### src/rtl/agm_pkg.sv
package agm_pkg;

    localparam int NumLanes = 2;

    typedef enum logic [1:0] {
        KIND_PCM   = 2'd0,
        KIND_READ  = 2'd1,
        KIND_CLEAR = 2'd2
    } kind_t;

    // statistic indexes
    localparam logic [3:0] STAT_FRAMES         = 4'd0;
    localparam logic [3:0] STAT_STEP_MAX_L     = 4'd1;
    localparam logic [3:0] STAT_STEP_MAX_R     = 4'd2;
    localparam logic [3:0] STAT_OVER_LOW_L     = 4'd3;
    localparam logic [3:0] STAT_OVER_LOW_R     = 4'd4;
    localparam logic [3:0] STAT_OVER_HIGH_L    = 4'd5;
    localparam logic [3:0] STAT_OVER_HIGH_R    = 4'd6;
    localparam logic [3:0] STAT_ZERO_FRAMES    = 4'd7;
    localparam logic [3:0] STAT_ZERO_FRAME_RUN = 4'd8;
    localparam logic [3:0] STAT_ZERO_SAMP_L    = 4'd9;
    localparam logic [3:0] STAT_ZERO_SAMP_R    = 4'd10;
    localparam logic [3:0] STAT_ZERO_RUN_L     = 4'd11;
    localparam logic [3:0] STAT_ZERO_RUN_R     = 4'd12;
    localparam logic [3:0] STAT_CONST_RUN_L    = 4'd13;
    localparam logic [3:0] STAT_CONST_RUN_R    = 4'd14;

    // register indexes
    localparam logic REG_VOLUME   = 1'b0;
    localparam logic REG_CHANNELS = 1'b1;

    localparam logic [6:0]  VolumeFull   = 7'd100;
    localparam logic [1:0]  ChannelReset = 2'd2;
    localparam logic [16:0] StepLow      = 17'd4096;
    localparam logic [16:0] StepHigh     = 17'd8192;

    // floor(m / 100) == (m * RecipMul) >> RecipShift for every m below 2^22
    localparam logic [22:0] RecipMul   = 23'd5368710;
    localparam int          RecipShift = 29;

    typedef struct packed {
        logic [16:0] step_max;
        logic [31:0] over_low;
        logic [31:0] over_high;
        logic [31:0] zero_cnt;
        logic [31:0] zero_run_peak;
        logic [31:0] const_run_max;
    } agm_lane_stats_t;

endpackage

### src/rtl/agm_scale.sv
module agm_scale import agm_pkg::*; (
    input  logic               aclk,
    input  logic               en,
    input  logic signed [15:0] sample,
    input  logic        [6:0]  volume,
    output logic signed [15:0] scaled
);

    logic [15:0] mag_in;
    logic [22:0] prod_full;
    logic [21:0] mag_reg;
    logic [21:0] mag_next;
    logic        neg1_reg;
    logic [44:0] recip_full;
    logic [15:0] quot_reg;
    logic [15:0] quot_next;
    logic        neg2_reg;

    // magnitude first so the quotient truncates toward zero
    assign mag_in     = sample[15] ? 16'(-sample) : 16'(sample);
    assign prod_full  = mag_in * volume;
    assign mag_next   = prod_full[21:0];
    assign recip_full = mag_reg * RecipMul;
    assign quot_next  = recip_full[RecipShift+15:RecipShift];

    always_ff @(posedge aclk) begin
        if (en) begin
            mag_reg  <= mag_next;
            neg1_reg <= sample[15];
            quot_reg <= quot_next;
            neg2_reg <= neg1_reg;
        end
    end

    assign scaled = neg2_reg ? 16'(-quot_reg) : quot_reg;

endmodule

### src/rtl/agm_lane.sv
module agm_lane import agm_pkg::*; (
    input  logic               aclk,
    input  logic               aresetn,
    input  logic               upd,
    input  logic               clr,
    input  logic signed [15:0] sample,
    output logic               sample_zero,
    output agm_lane_stats_t    stats
);

    logic [15:0]     prev_reg, prev_next;
    logic            prev_valid_reg, prev_valid_next;
    logic [31:0]     zero_run_reg, zero_run_next;
    logic [31:0]     const_run_reg, const_run_next;
    agm_lane_stats_t stats_reg, stats_next;

    logic signed [16:0] diff;
    logic [16:0]        adiff;
    logic [31:0]        zero_run_inc;
    logic [31:0]        const_run_new;

    assign sample_zero  = (sample == 16'sd0);
    assign diff         = {sample[15], sample} - {prev_reg[15], prev_reg};
    assign adiff        = diff[16] ? 17'(-diff) : 17'(diff);
    assign zero_run_inc = zero_run_reg + 32'd1;

    always_comb begin
        if (prev_valid_reg && adiff == 17'd0) begin
            const_run_new = const_run_reg + 32'd1;
        end else begin
            const_run_new = 32'd1;
        end
    end

    always_comb begin
        prev_next       = prev_reg;
        prev_valid_next = prev_valid_reg;
        zero_run_next   = zero_run_reg;
        const_run_next  = const_run_reg;
        stats_next      = stats_reg;
        if (clr) begin
            prev_next       = '0;
            prev_valid_next = 1'b0;
            zero_run_next   = '0;
            const_run_next  = '0;
            stats_next      = '0;
        end else if (upd) begin
            if (sample_zero) begin
                stats_next.zero_cnt = stats_reg.zero_cnt + 32'd1;
                zero_run_next       = zero_run_inc;
                if (zero_run_inc > stats_reg.zero_run_peak) begin
                    stats_next.zero_run_peak = zero_run_inc;
                end
            end else begin
                zero_run_next = '0;
            end
            // no step on the first sample after reset or clear
            if (prev_valid_reg) begin
                if (adiff > stats_reg.step_max) begin
                    stats_next.step_max = adiff;
                end
                if (adiff > StepLow) begin
                    stats_next.over_low = stats_reg.over_low + 32'd1;
                end
                if (adiff > StepHigh) begin
                    stats_next.over_high = stats_reg.over_high + 32'd1;
                end
            end
            const_run_next = const_run_new;
            if (const_run_new > stats_reg.const_run_max) begin
                stats_next.const_run_max = const_run_new;
            end
            prev_next       = sample;
            prev_valid_next = 1'b1;
        end
    end

    always_ff @(posedge aclk) begin
        if (!aresetn) begin
            prev_reg       <= '0;
            prev_valid_reg <= 1'b0;
            zero_run_reg   <= '0;
            const_run_reg  <= '0;
            stats_reg      <= '0;
        end else begin
            prev_reg       <= prev_next;
            prev_valid_reg <= prev_valid_next;
            zero_run_reg   <= zero_run_next;
            const_run_reg  <= const_run_next;
            stats_reg      <= stats_next;
        end
    end

    assign stats = stats_reg;

endmodule

### src/rtl/agm_merge.sv
module agm_merge import agm_pkg::*; (
    input  logic            aclk,
    input  logic            aresetn,
    input  logic            frame_upd,
    input  logic            clr,
    input  logic            stereo,
    input  logic            lane_zero [NumLanes],
    input  agm_lane_stats_t lane_stats [NumLanes],
    input  logic [3:0]      stat_index,
    output logic [31:0]     stat_value
);

    logic [31:0] frames_reg, frames_next;
    logic [31:0] zero_frames_reg, zero_frames_next;
    logic [31:0] frame_run_reg, frame_run_next;
    logic [31:0] frame_run_max_reg, frame_run_max_next;
    logic [31:0] frame_run_inc;
    logic        frame_silent;

    // in mono only channel 0 decides
    assign frame_silent  = lane_zero[0] && (!stereo || lane_zero[1]);
    assign frame_run_inc = frame_run_reg + 32'd1;

    always_comb begin
        frames_next        = frames_reg;
        zero_frames_next   = zero_frames_reg;
        frame_run_next     = frame_run_reg;
        frame_run_max_next = frame_run_max_reg;
        if (clr) begin
            frames_next        = '0;
            zero_frames_next   = '0;
            frame_run_next     = '0;
            frame_run_max_next = '0;
        end else if (frame_upd) begin
            frames_next = frames_reg + 32'd1;
            if (frame_silent) begin
                zero_frames_next = zero_frames_reg + 32'd1;
                frame_run_next   = frame_run_inc;
                if (frame_run_inc > frame_run_max_reg) begin
                    frame_run_max_next = frame_run_inc;
                end
            end else begin
                frame_run_next = '0;
            end
        end
    end

    always_ff @(posedge aclk) begin
        if (!aresetn) begin
            frames_reg        <= '0;
            zero_frames_reg   <= '0;
            frame_run_reg     <= '0;
            frame_run_max_reg <= '0;
        end else begin
            frames_reg        <= frames_next;
            zero_frames_reg   <= zero_frames_next;
            frame_run_reg     <= frame_run_next;
            frame_run_max_reg <= frame_run_max_next;
        end
    end

    always_comb begin
        case (stat_index)
            STAT_FRAMES:         stat_value = frames_reg;
            STAT_STEP_MAX_L:     stat_value = 32'(lane_stats[0].step_max);
            STAT_STEP_MAX_R:     stat_value = 32'(lane_stats[1].step_max);
            STAT_OVER_LOW_L:     stat_value = lane_stats[0].over_low;
            STAT_OVER_LOW_R:     stat_value = lane_stats[1].over_low;
            STAT_OVER_HIGH_L:    stat_value = lane_stats[0].over_high;
            STAT_OVER_HIGH_R:    stat_value = lane_stats[1].over_high;
            STAT_ZERO_FRAMES:    stat_value = zero_frames_reg;
            STAT_ZERO_FRAME_RUN: stat_value = frame_run_max_reg;
            STAT_ZERO_SAMP_L:    stat_value = lane_stats[0].zero_cnt;
            STAT_ZERO_SAMP_R:    stat_value = lane_stats[1].zero_cnt;
            STAT_ZERO_RUN_L:     stat_value = lane_stats[0].zero_run_peak;
            STAT_ZERO_RUN_R:     stat_value = lane_stats[1].zero_run_peak;
            STAT_CONST_RUN_L:    stat_value = lane_stats[0].const_run_max;
            STAT_CONST_RUN_R:    stat_value = lane_stats[1].const_run_max;
            default:             stat_value = '0;
        endcase
    end

endmodule

### src/rtl/audio_glitch_monitor_with_volume.sv
// Audio glitch monitor with volume. Accepts one transaction per clock while
// m_ready does not stall it: a pcm frame (kind 0), a statistic read (kind 1)
// or a clear (kind 2; kind 3 is dropped). Frames and reads produce one result,
// registered in step with the two-stage volume scaler (sample times volume,
// then a reciprocal multiply for the divide by 100) and then the output
// register; clears produce no result. Two channel lanes (the right one only in
// stereo) update their glitch statistics in the accept cycle, so a read sees
// every frame accepted before it. The whole pipeline holds while a result
// waits on m_ready. Registers: 0x0 volume in percent (low seven bits above 100
// store 100, reset 100), 0x4 channel_count (reset 2, 0 or 1 mono, 2 or 3 stereo).
module audio_glitch_monitor_with_volume import agm_pkg::*; (
    input  logic               aclk,
    input  logic               aresetn,

    input  logic               psel,
    input  logic               penable,
    input  logic               pwrite,
    input  logic [2:0]         paddr,
    input  logic [31:0]        pwdata,
    output logic [31:0]        prdata,
    output logic               pready,

    input  logic               s_valid,
    output logic               s_ready,
    input  logic [1:0]         s_kind,
    input  logic signed [15:0] s_left_sample,
    input  logic signed [15:0] s_right_sample,
    input  logic [3:0]         s_stat_index,
    input  logic               s_last_in_chunk,

    output logic               m_valid,
    input  logic               m_ready,
    output logic signed [15:0] m_scaled_left,
    output logic signed [15:0] m_scaled_right,
    output logic [31:0]        m_stat_value,
    output logic               m_chunk_end
);

    logic [6:0] volume_reg;
    logic [1:0] channels_reg;
    logic       cfg_wr;
    logic       stereo;

    logic       en;
    logic       in_acc;
    logic       frame_acc;
    logic       read_acc;
    logic       clr_acc;

    logic signed [15:0] lane_sample [NumLanes];
    logic               lane_zero   [NumLanes];
    agm_lane_stats_t    lane_stats  [NumLanes];
    logic signed [15:0] lane_scaled [NumLanes];
    logic [31:0]        stat_sel;

    logic        p1_valid_reg, p2_valid_reg, m_valid_reg;
    logic        p1_read_reg, p2_read_reg;
    logic        p1_chunk_reg, p2_chunk_reg;
    logic [31:0] p1_stat_reg, p2_stat_reg;
    logic signed [15:0] m_left_reg, m_right_reg;
    logic [31:0] m_stat_reg;
    logic        m_chunk_reg;

    // configuration port
    assign pready = 1'b1;
    assign cfg_wr = psel && penable && pwrite && pready;
    assign stereo = channels_reg[1];

    always_ff @(posedge aclk) begin
        if (!aresetn) begin
            volume_reg   <= VolumeFull;
            channels_reg <= ChannelReset;
        end else if (cfg_wr) begin
            case (paddr[2])
                REG_VOLUME: begin
                    volume_reg <= (pwdata[6:0] > VolumeFull) ? VolumeFull : pwdata[6:0];
                end
                REG_CHANNELS: begin
                    channels_reg <= pwdata[1:0];
                end
                default: begin
                end
            endcase
        end
    end

    always_comb begin
        case (paddr[2])
            REG_VOLUME:   prdata = 32'(volume_reg);
            REG_CHANNELS: prdata = 32'(channels_reg);
            default:      prdata = '0;
        endcase
    end

    // pipeline advances whenever the output register is free or drains
    assign en        = !m_valid_reg || m_ready;
    assign s_ready   = en;
    assign in_acc    = s_valid && s_ready;
    assign frame_acc = in_acc && (s_kind == KIND_PCM);
    assign read_acc  = in_acc && (s_kind == KIND_READ);
    assign clr_acc   = in_acc && (s_kind == KIND_CLEAR);

    assign lane_sample[0] = s_left_sample;
    assign lane_sample[1] = stereo ? s_right_sample : 16'sd0;

    for (genvar i = 0; i < NumLanes; i++) begin : g_lane
        agm_lane u_lane (
            .aclk        (aclk),
            .aresetn     (aresetn),
            .upd         (frame_acc && (i == 0 || stereo)),
            .clr         (clr_acc),
            .sample      (lane_sample[i]),
            .sample_zero (lane_zero[i]),
            .stats       (lane_stats[i])
        );

        agm_scale u_scale (
            .aclk   (aclk),
            .en     (en),
            .sample (lane_sample[i]),
            .volume (volume_reg),
            .scaled (lane_scaled[i])
        );
    end

    agm_merge u_merge (
        .aclk       (aclk),
        .aresetn    (aresetn),
        .frame_upd  (frame_acc),
        .clr        (clr_acc),
        .stereo     (stereo),
        .lane_zero  (lane_zero),
        .lane_stats (lane_stats),
        .stat_index (s_stat_index),
        .stat_value (stat_sel)
    );

    always_ff @(posedge aclk) begin
        if (!aresetn) begin
            p1_valid_reg <= 1'b0;
            p2_valid_reg <= 1'b0;
            m_valid_reg  <= 1'b0;
        end else if (en) begin
            p1_valid_reg <= frame_acc || read_acc;
            p2_valid_reg <= p1_valid_reg;
            m_valid_reg  <= p2_valid_reg;
        end
    end

    always_ff @(posedge aclk) begin
        if (en) begin
            p1_read_reg  <= read_acc;
            p1_chunk_reg <= read_acc ? 1'b0 : s_last_in_chunk;
            p1_stat_reg  <= read_acc ? stat_sel : 32'd0;
            p2_read_reg  <= p1_read_reg;
            p2_chunk_reg <= p1_chunk_reg;
            p2_stat_reg  <= p1_stat_reg;
            m_left_reg   <= p2_read_reg ? 16'sd0 : lane_scaled[0];
            m_right_reg  <= p2_read_reg ? 16'sd0 : lane_scaled[1];
            m_stat_reg   <= p2_stat_reg;
            m_chunk_reg  <= p2_chunk_reg;
        end
    end

    assign m_valid        = m_valid_reg;
    assign m_scaled_left  = m_left_reg;
    assign m_scaled_right = m_right_reg;
    assign m_stat_value   = m_stat_reg;
    assign m_chunk_end    = m_chunk_reg;

endmodule
### config.mk
export PLATFORM = sky130hd
export DESIGN_NAME = audio_glitch_monitor_with_volume
export DESIGN_NICKNAME = d
export VERILOG_FILES = /design/src/rtl/agm_pkg.sv /design/src/rtl/agm_scale.sv /design/src/rtl/agm_lane.sv /design/src/rtl/agm_merge.sv /design/src/rtl/audio_glitch_monitor_with_volume.sv
export SDC_FILE = /design/constraint.sdc
export NUM_CORES = 2
export LEC_CHECK = 0
export BUFFER_PORTS_ARGS = -buffer_cell sky130_fd_sc_hd__buf_4
export CORE_MARGIN = 2
export CORE_UTILIZATION = 50
export CTS_BUF_LIST = sky130_fd_sc_hd__clkbuf_8
export DETAILED_ROUTE_END_ITERATION = 6
export GPL_TIMING_DRIVEN = 0
export PLACE_DENSITY = 0.73
export RECOVER_POWER = 25
export SYNTH_ARGS = -nofsm -noshare
export SYNTH_HDL_FRONTEND = slang
export SYNTH_SLANG_ARGS = --single-unit
### constraint.sdc
create_clock -name aclk -period 14.4 [get_ports aclk]
set_input_delay 1.44 -clock aclk [delete_from_list [all_inputs] [get_ports aclk]]
set_output_delay 1.44 -clock aclk [all_outputs]
set_load 0.05 [all_outputs]
==> impl_metrics.yaml <==
outcome:
  status: "finished with violations"
  violations: "design-rule violations, max-capacitance violations, max-slew violations"
final_layout:
  layout-drive-gt1-share: 0.0621
  n_fill_cell: 12544
  largest_reg_flops: 354
  mostFrequentLayoutCells: "inv_1 (893), ha_1 (791), nor2_1 (658)"
  layout.nets: 9312
  syn2layout_area_growth_pct: 9.65
  layout_commonest_cell: "inv_1"
  final_area_um2: 77100
critical_path:
  critPathKind: "flip-flop to flip-flop"
  cp-start-kind: "flip-flop"
  worst-path-stages: 40
  critPathTopFamily: "buffers and inverters"
  critPathMaxFanout: 10
  cp.arrival_ns: 12.43
  cp_slowest_stage_delay_ns: 0.76
  crit_start: "channels_reg[1]"
  crit_top_cell: "a21o_1"
  critPathBufInv: 11
  r2r_slack_ns: 2.80
  worstPathRequired_ns: 15.23
  crit_path_end: "g_lane[1].u_lane.stats[30]"
  worstSetupEndpointType: "flip-flop"
  r2r_end: "g_lane[1].u_lane.stats[30]"
  r2r_cells: 40
  crit_path_top_delay_cell: "clkbuf_1"
  r2r-start: "channels_reg[1]"
clock_network:
  clock_sinks: 869
  clock_path_buffers: 3
  holdBufCountCts: 0
  cts.clk_slew.worst_paths_ns: 0.06
  cts_max_level: 4
  post_cts_resized: 0
  numCtsBuffers: 164
  cts_tree: "done"
  worstSkewPairLatency_ns: 0.93
  root_buffer: "clkbuf_8"
  cts_setup_buffers: 0
timing:
  setup_viol: 0
  period_needed_ns: 11.60
  finalMaxSlewViolations: 220
  final_hold_viol_count: 0
  clock_skew_ns: 0.0692
  tns_ns: 0
  fmax_ghz: 0.0862
  worstMarginPinSlew_ns: 6.20
  timing.final.crit_share: 0.805
  rsz0062_at_grt: "no"
  relSlewSlack: -3.13
global_routing:
  grt_pass1_wl_mm: 355
  grt.busiest_layer: "met2"
  grt_overflow: 0
  antenna_found_initial: 14
  met2_usage: 0.525
  met1_usage: 0.415
  grt_pass1_vias: 57688
  grt_use_met3: 0.0498
  grt_max_degree: 121
  grt_usage: 0.330
route:
  via_count: 59450
  dr.pass1.iters: 7
  drt_iter0_drc: 5431
  ant_nets: 0
  wl_mm: 240
  wire_per_inst_um: 24.1
  drcViolationCount: 3
  vias_per_cell: 5.97
logic_synthesis:
  synthDistinctLibCells: 107
  ys_seq_area_frac: 0.278
  synth_top_cell_by_area: "dfxtp_1"
  netlist_area_um2: 70300
  postSynthCellCount: 7637
  avgSynthCellArea_um2: 9.21
  synthArstFlopShare: 0
  ys.warnings.count: 0
  synthTopCellsByArea: "dfxtp_1 (19%), ha_1 (14%), fa_1 (14%)"
  yosys_most_used_dff: "dfxtp_1"
  ys_ff_latch: 869
  synth-edff-count: 213
  synth_top_area_frac: 0.187
place:
  post-dp-hpwl_mm: 193
  placed_area_um2: 73700
  io_buffers: 116
  routabilityCongestion: 1.07
floorplan:
  fp-row-count: 137
  die-area_um2: 144000
  die_h_um: 379
  coreArea_um2: 140000
  start_util: 0.504
  ios: 181
  die_width_um: 379
run:
  drv_cap: 3
worst_hold_path:
  holdCritPathClass: "flip-flop to flip-flop"
-- layer usage --
metal	vias up	part of all wire	wire length, µm
met5	-	0.00017	41
met1	29123	0.40	96100
met3	687	0.072	17200
met4	6	0.078	18600
li1	27206	-	-
met2	2428	0.45	108000
-- metrics by stage --
stage	std cells	util	hold slack, ns	setup WS, ns
after floorplan	7661	-	0.400	5.76
after detailed placement	9656	0.528	0.405	2.97
after global routing	9953	0.553	0.410	2.10
final	9959	0.553	0.401	2.80
after global placement	9653	0.528	0.401	2.92
after CTS	9947	0.553	0.395	2.91
-- cell families after synthesis --
kind of cell / after synthesis / share of synthesized area
XOR/XNOR: 470 / 0.0588
adder cells (fa/ha/maj): 1287 / 0.282
multiplexers: 119 / 0.0170
AO/OA/AOI/OAI: 1371 / 0.140
other: 2 / 0.000107
buffers and inverters: 1220 / 0.0675
flip-flops: 869 / 0.278
AND/OR/NAND/NOR: 2299 / 0.157
-- cell usage after synthesis, types with 16 or more instances --
| cell type | number |
|---|---|
| and4_1 | 18 |
| a22o_1 | 77 |
| o31ai_1 | 51 |
| o21a_1 | 58 |
| nor4_1 | 36 |
| a31oi_1 | 74 |
| nand4_1 | 113 |
| nand2_1 | 630 |
| buf_4 | 32 |
| ha_1 | 791 |
| nor3b_1 | 22 |
| fa_1 | 494 |
| a22oi_1 | 128 |
| o2111ai_1 | 17 |
| nor2b_1 | 54 |
| o21ai_0 | 172 |
| o211ai_1 | 24 |
| nor2_1 | 658 |
| a222oi_1 | 32 |
| or3_1 | 48 |
| a21o_1 | 100 |
| or2_2 | 18 |
| xnor2_1 | 234 |
| o41ai_1 | 16 |
| nand2b_1 | 65 |
| dfxtp_1 | 656 |
| nor3_1 | 107 |
| a32o_1 | 21 |
| o2bb2ai_2 | 20 |
| inv_1 | 851 |
| nand3_1 | 186 |
| or4_1 | 60 |
| and2_1 | 86 |
| clkbuf_1 | 300 |
| a211oi_1 | 67 |
| a41o_1 | 26 |
| mux2i_1 | 116 |
| xor2_1 | 235 |
| a221oi_1 | 67 |
| a21oi_1 | 277 |
| edfxtp_1 | 213 |
| buf_2 | 19 |
| and3_1 | 160 |
-- cell type report --
type                            instances  area [µm²]  share of cell area
Inverter                              852        3200              0.0415
Clock buffer                          204        2810              0.0364
Tap cell                             1876        2350              0.0304
Multi-Input combinational cell       5572       46200               0.599
Buffer                                368        1550              0.0201
Timing Repair Buffer                  119         890              0.0115
Sequential cell                       869       19500               0.253
Clock inverter                         87         607             0.00787
Antenna cell                           12        30.0            0.000389
-- worst min-delay path by stage --
stage | from | endpoint | slack [ns] | cells past startpoint
after floorplan | g_lane[0].u_scale.neg1_reg | g_lane[0].u_scale.neg2_reg | 0.40 | 0
after global placement | p2_stat_reg[5] | m_stat_value[5] | 0.40 | 0
after detailed placement | p1_stat_reg[12] | p2_stat_reg[12] | 0.40 | 0
after CTS | p1_stat_reg[30] | p2_stat_reg[30] | 0.39 | 0
after global routing | p1_stat_reg[30] | p2_stat_reg[30] | 0.41 | 0
final | p1_stat_reg[30] | p2_stat_reg[30] | 0.40 | 0
Power is not shown: default switching activity piles up to over one toggle a cycle in this logic, so the estimate is an artifact.
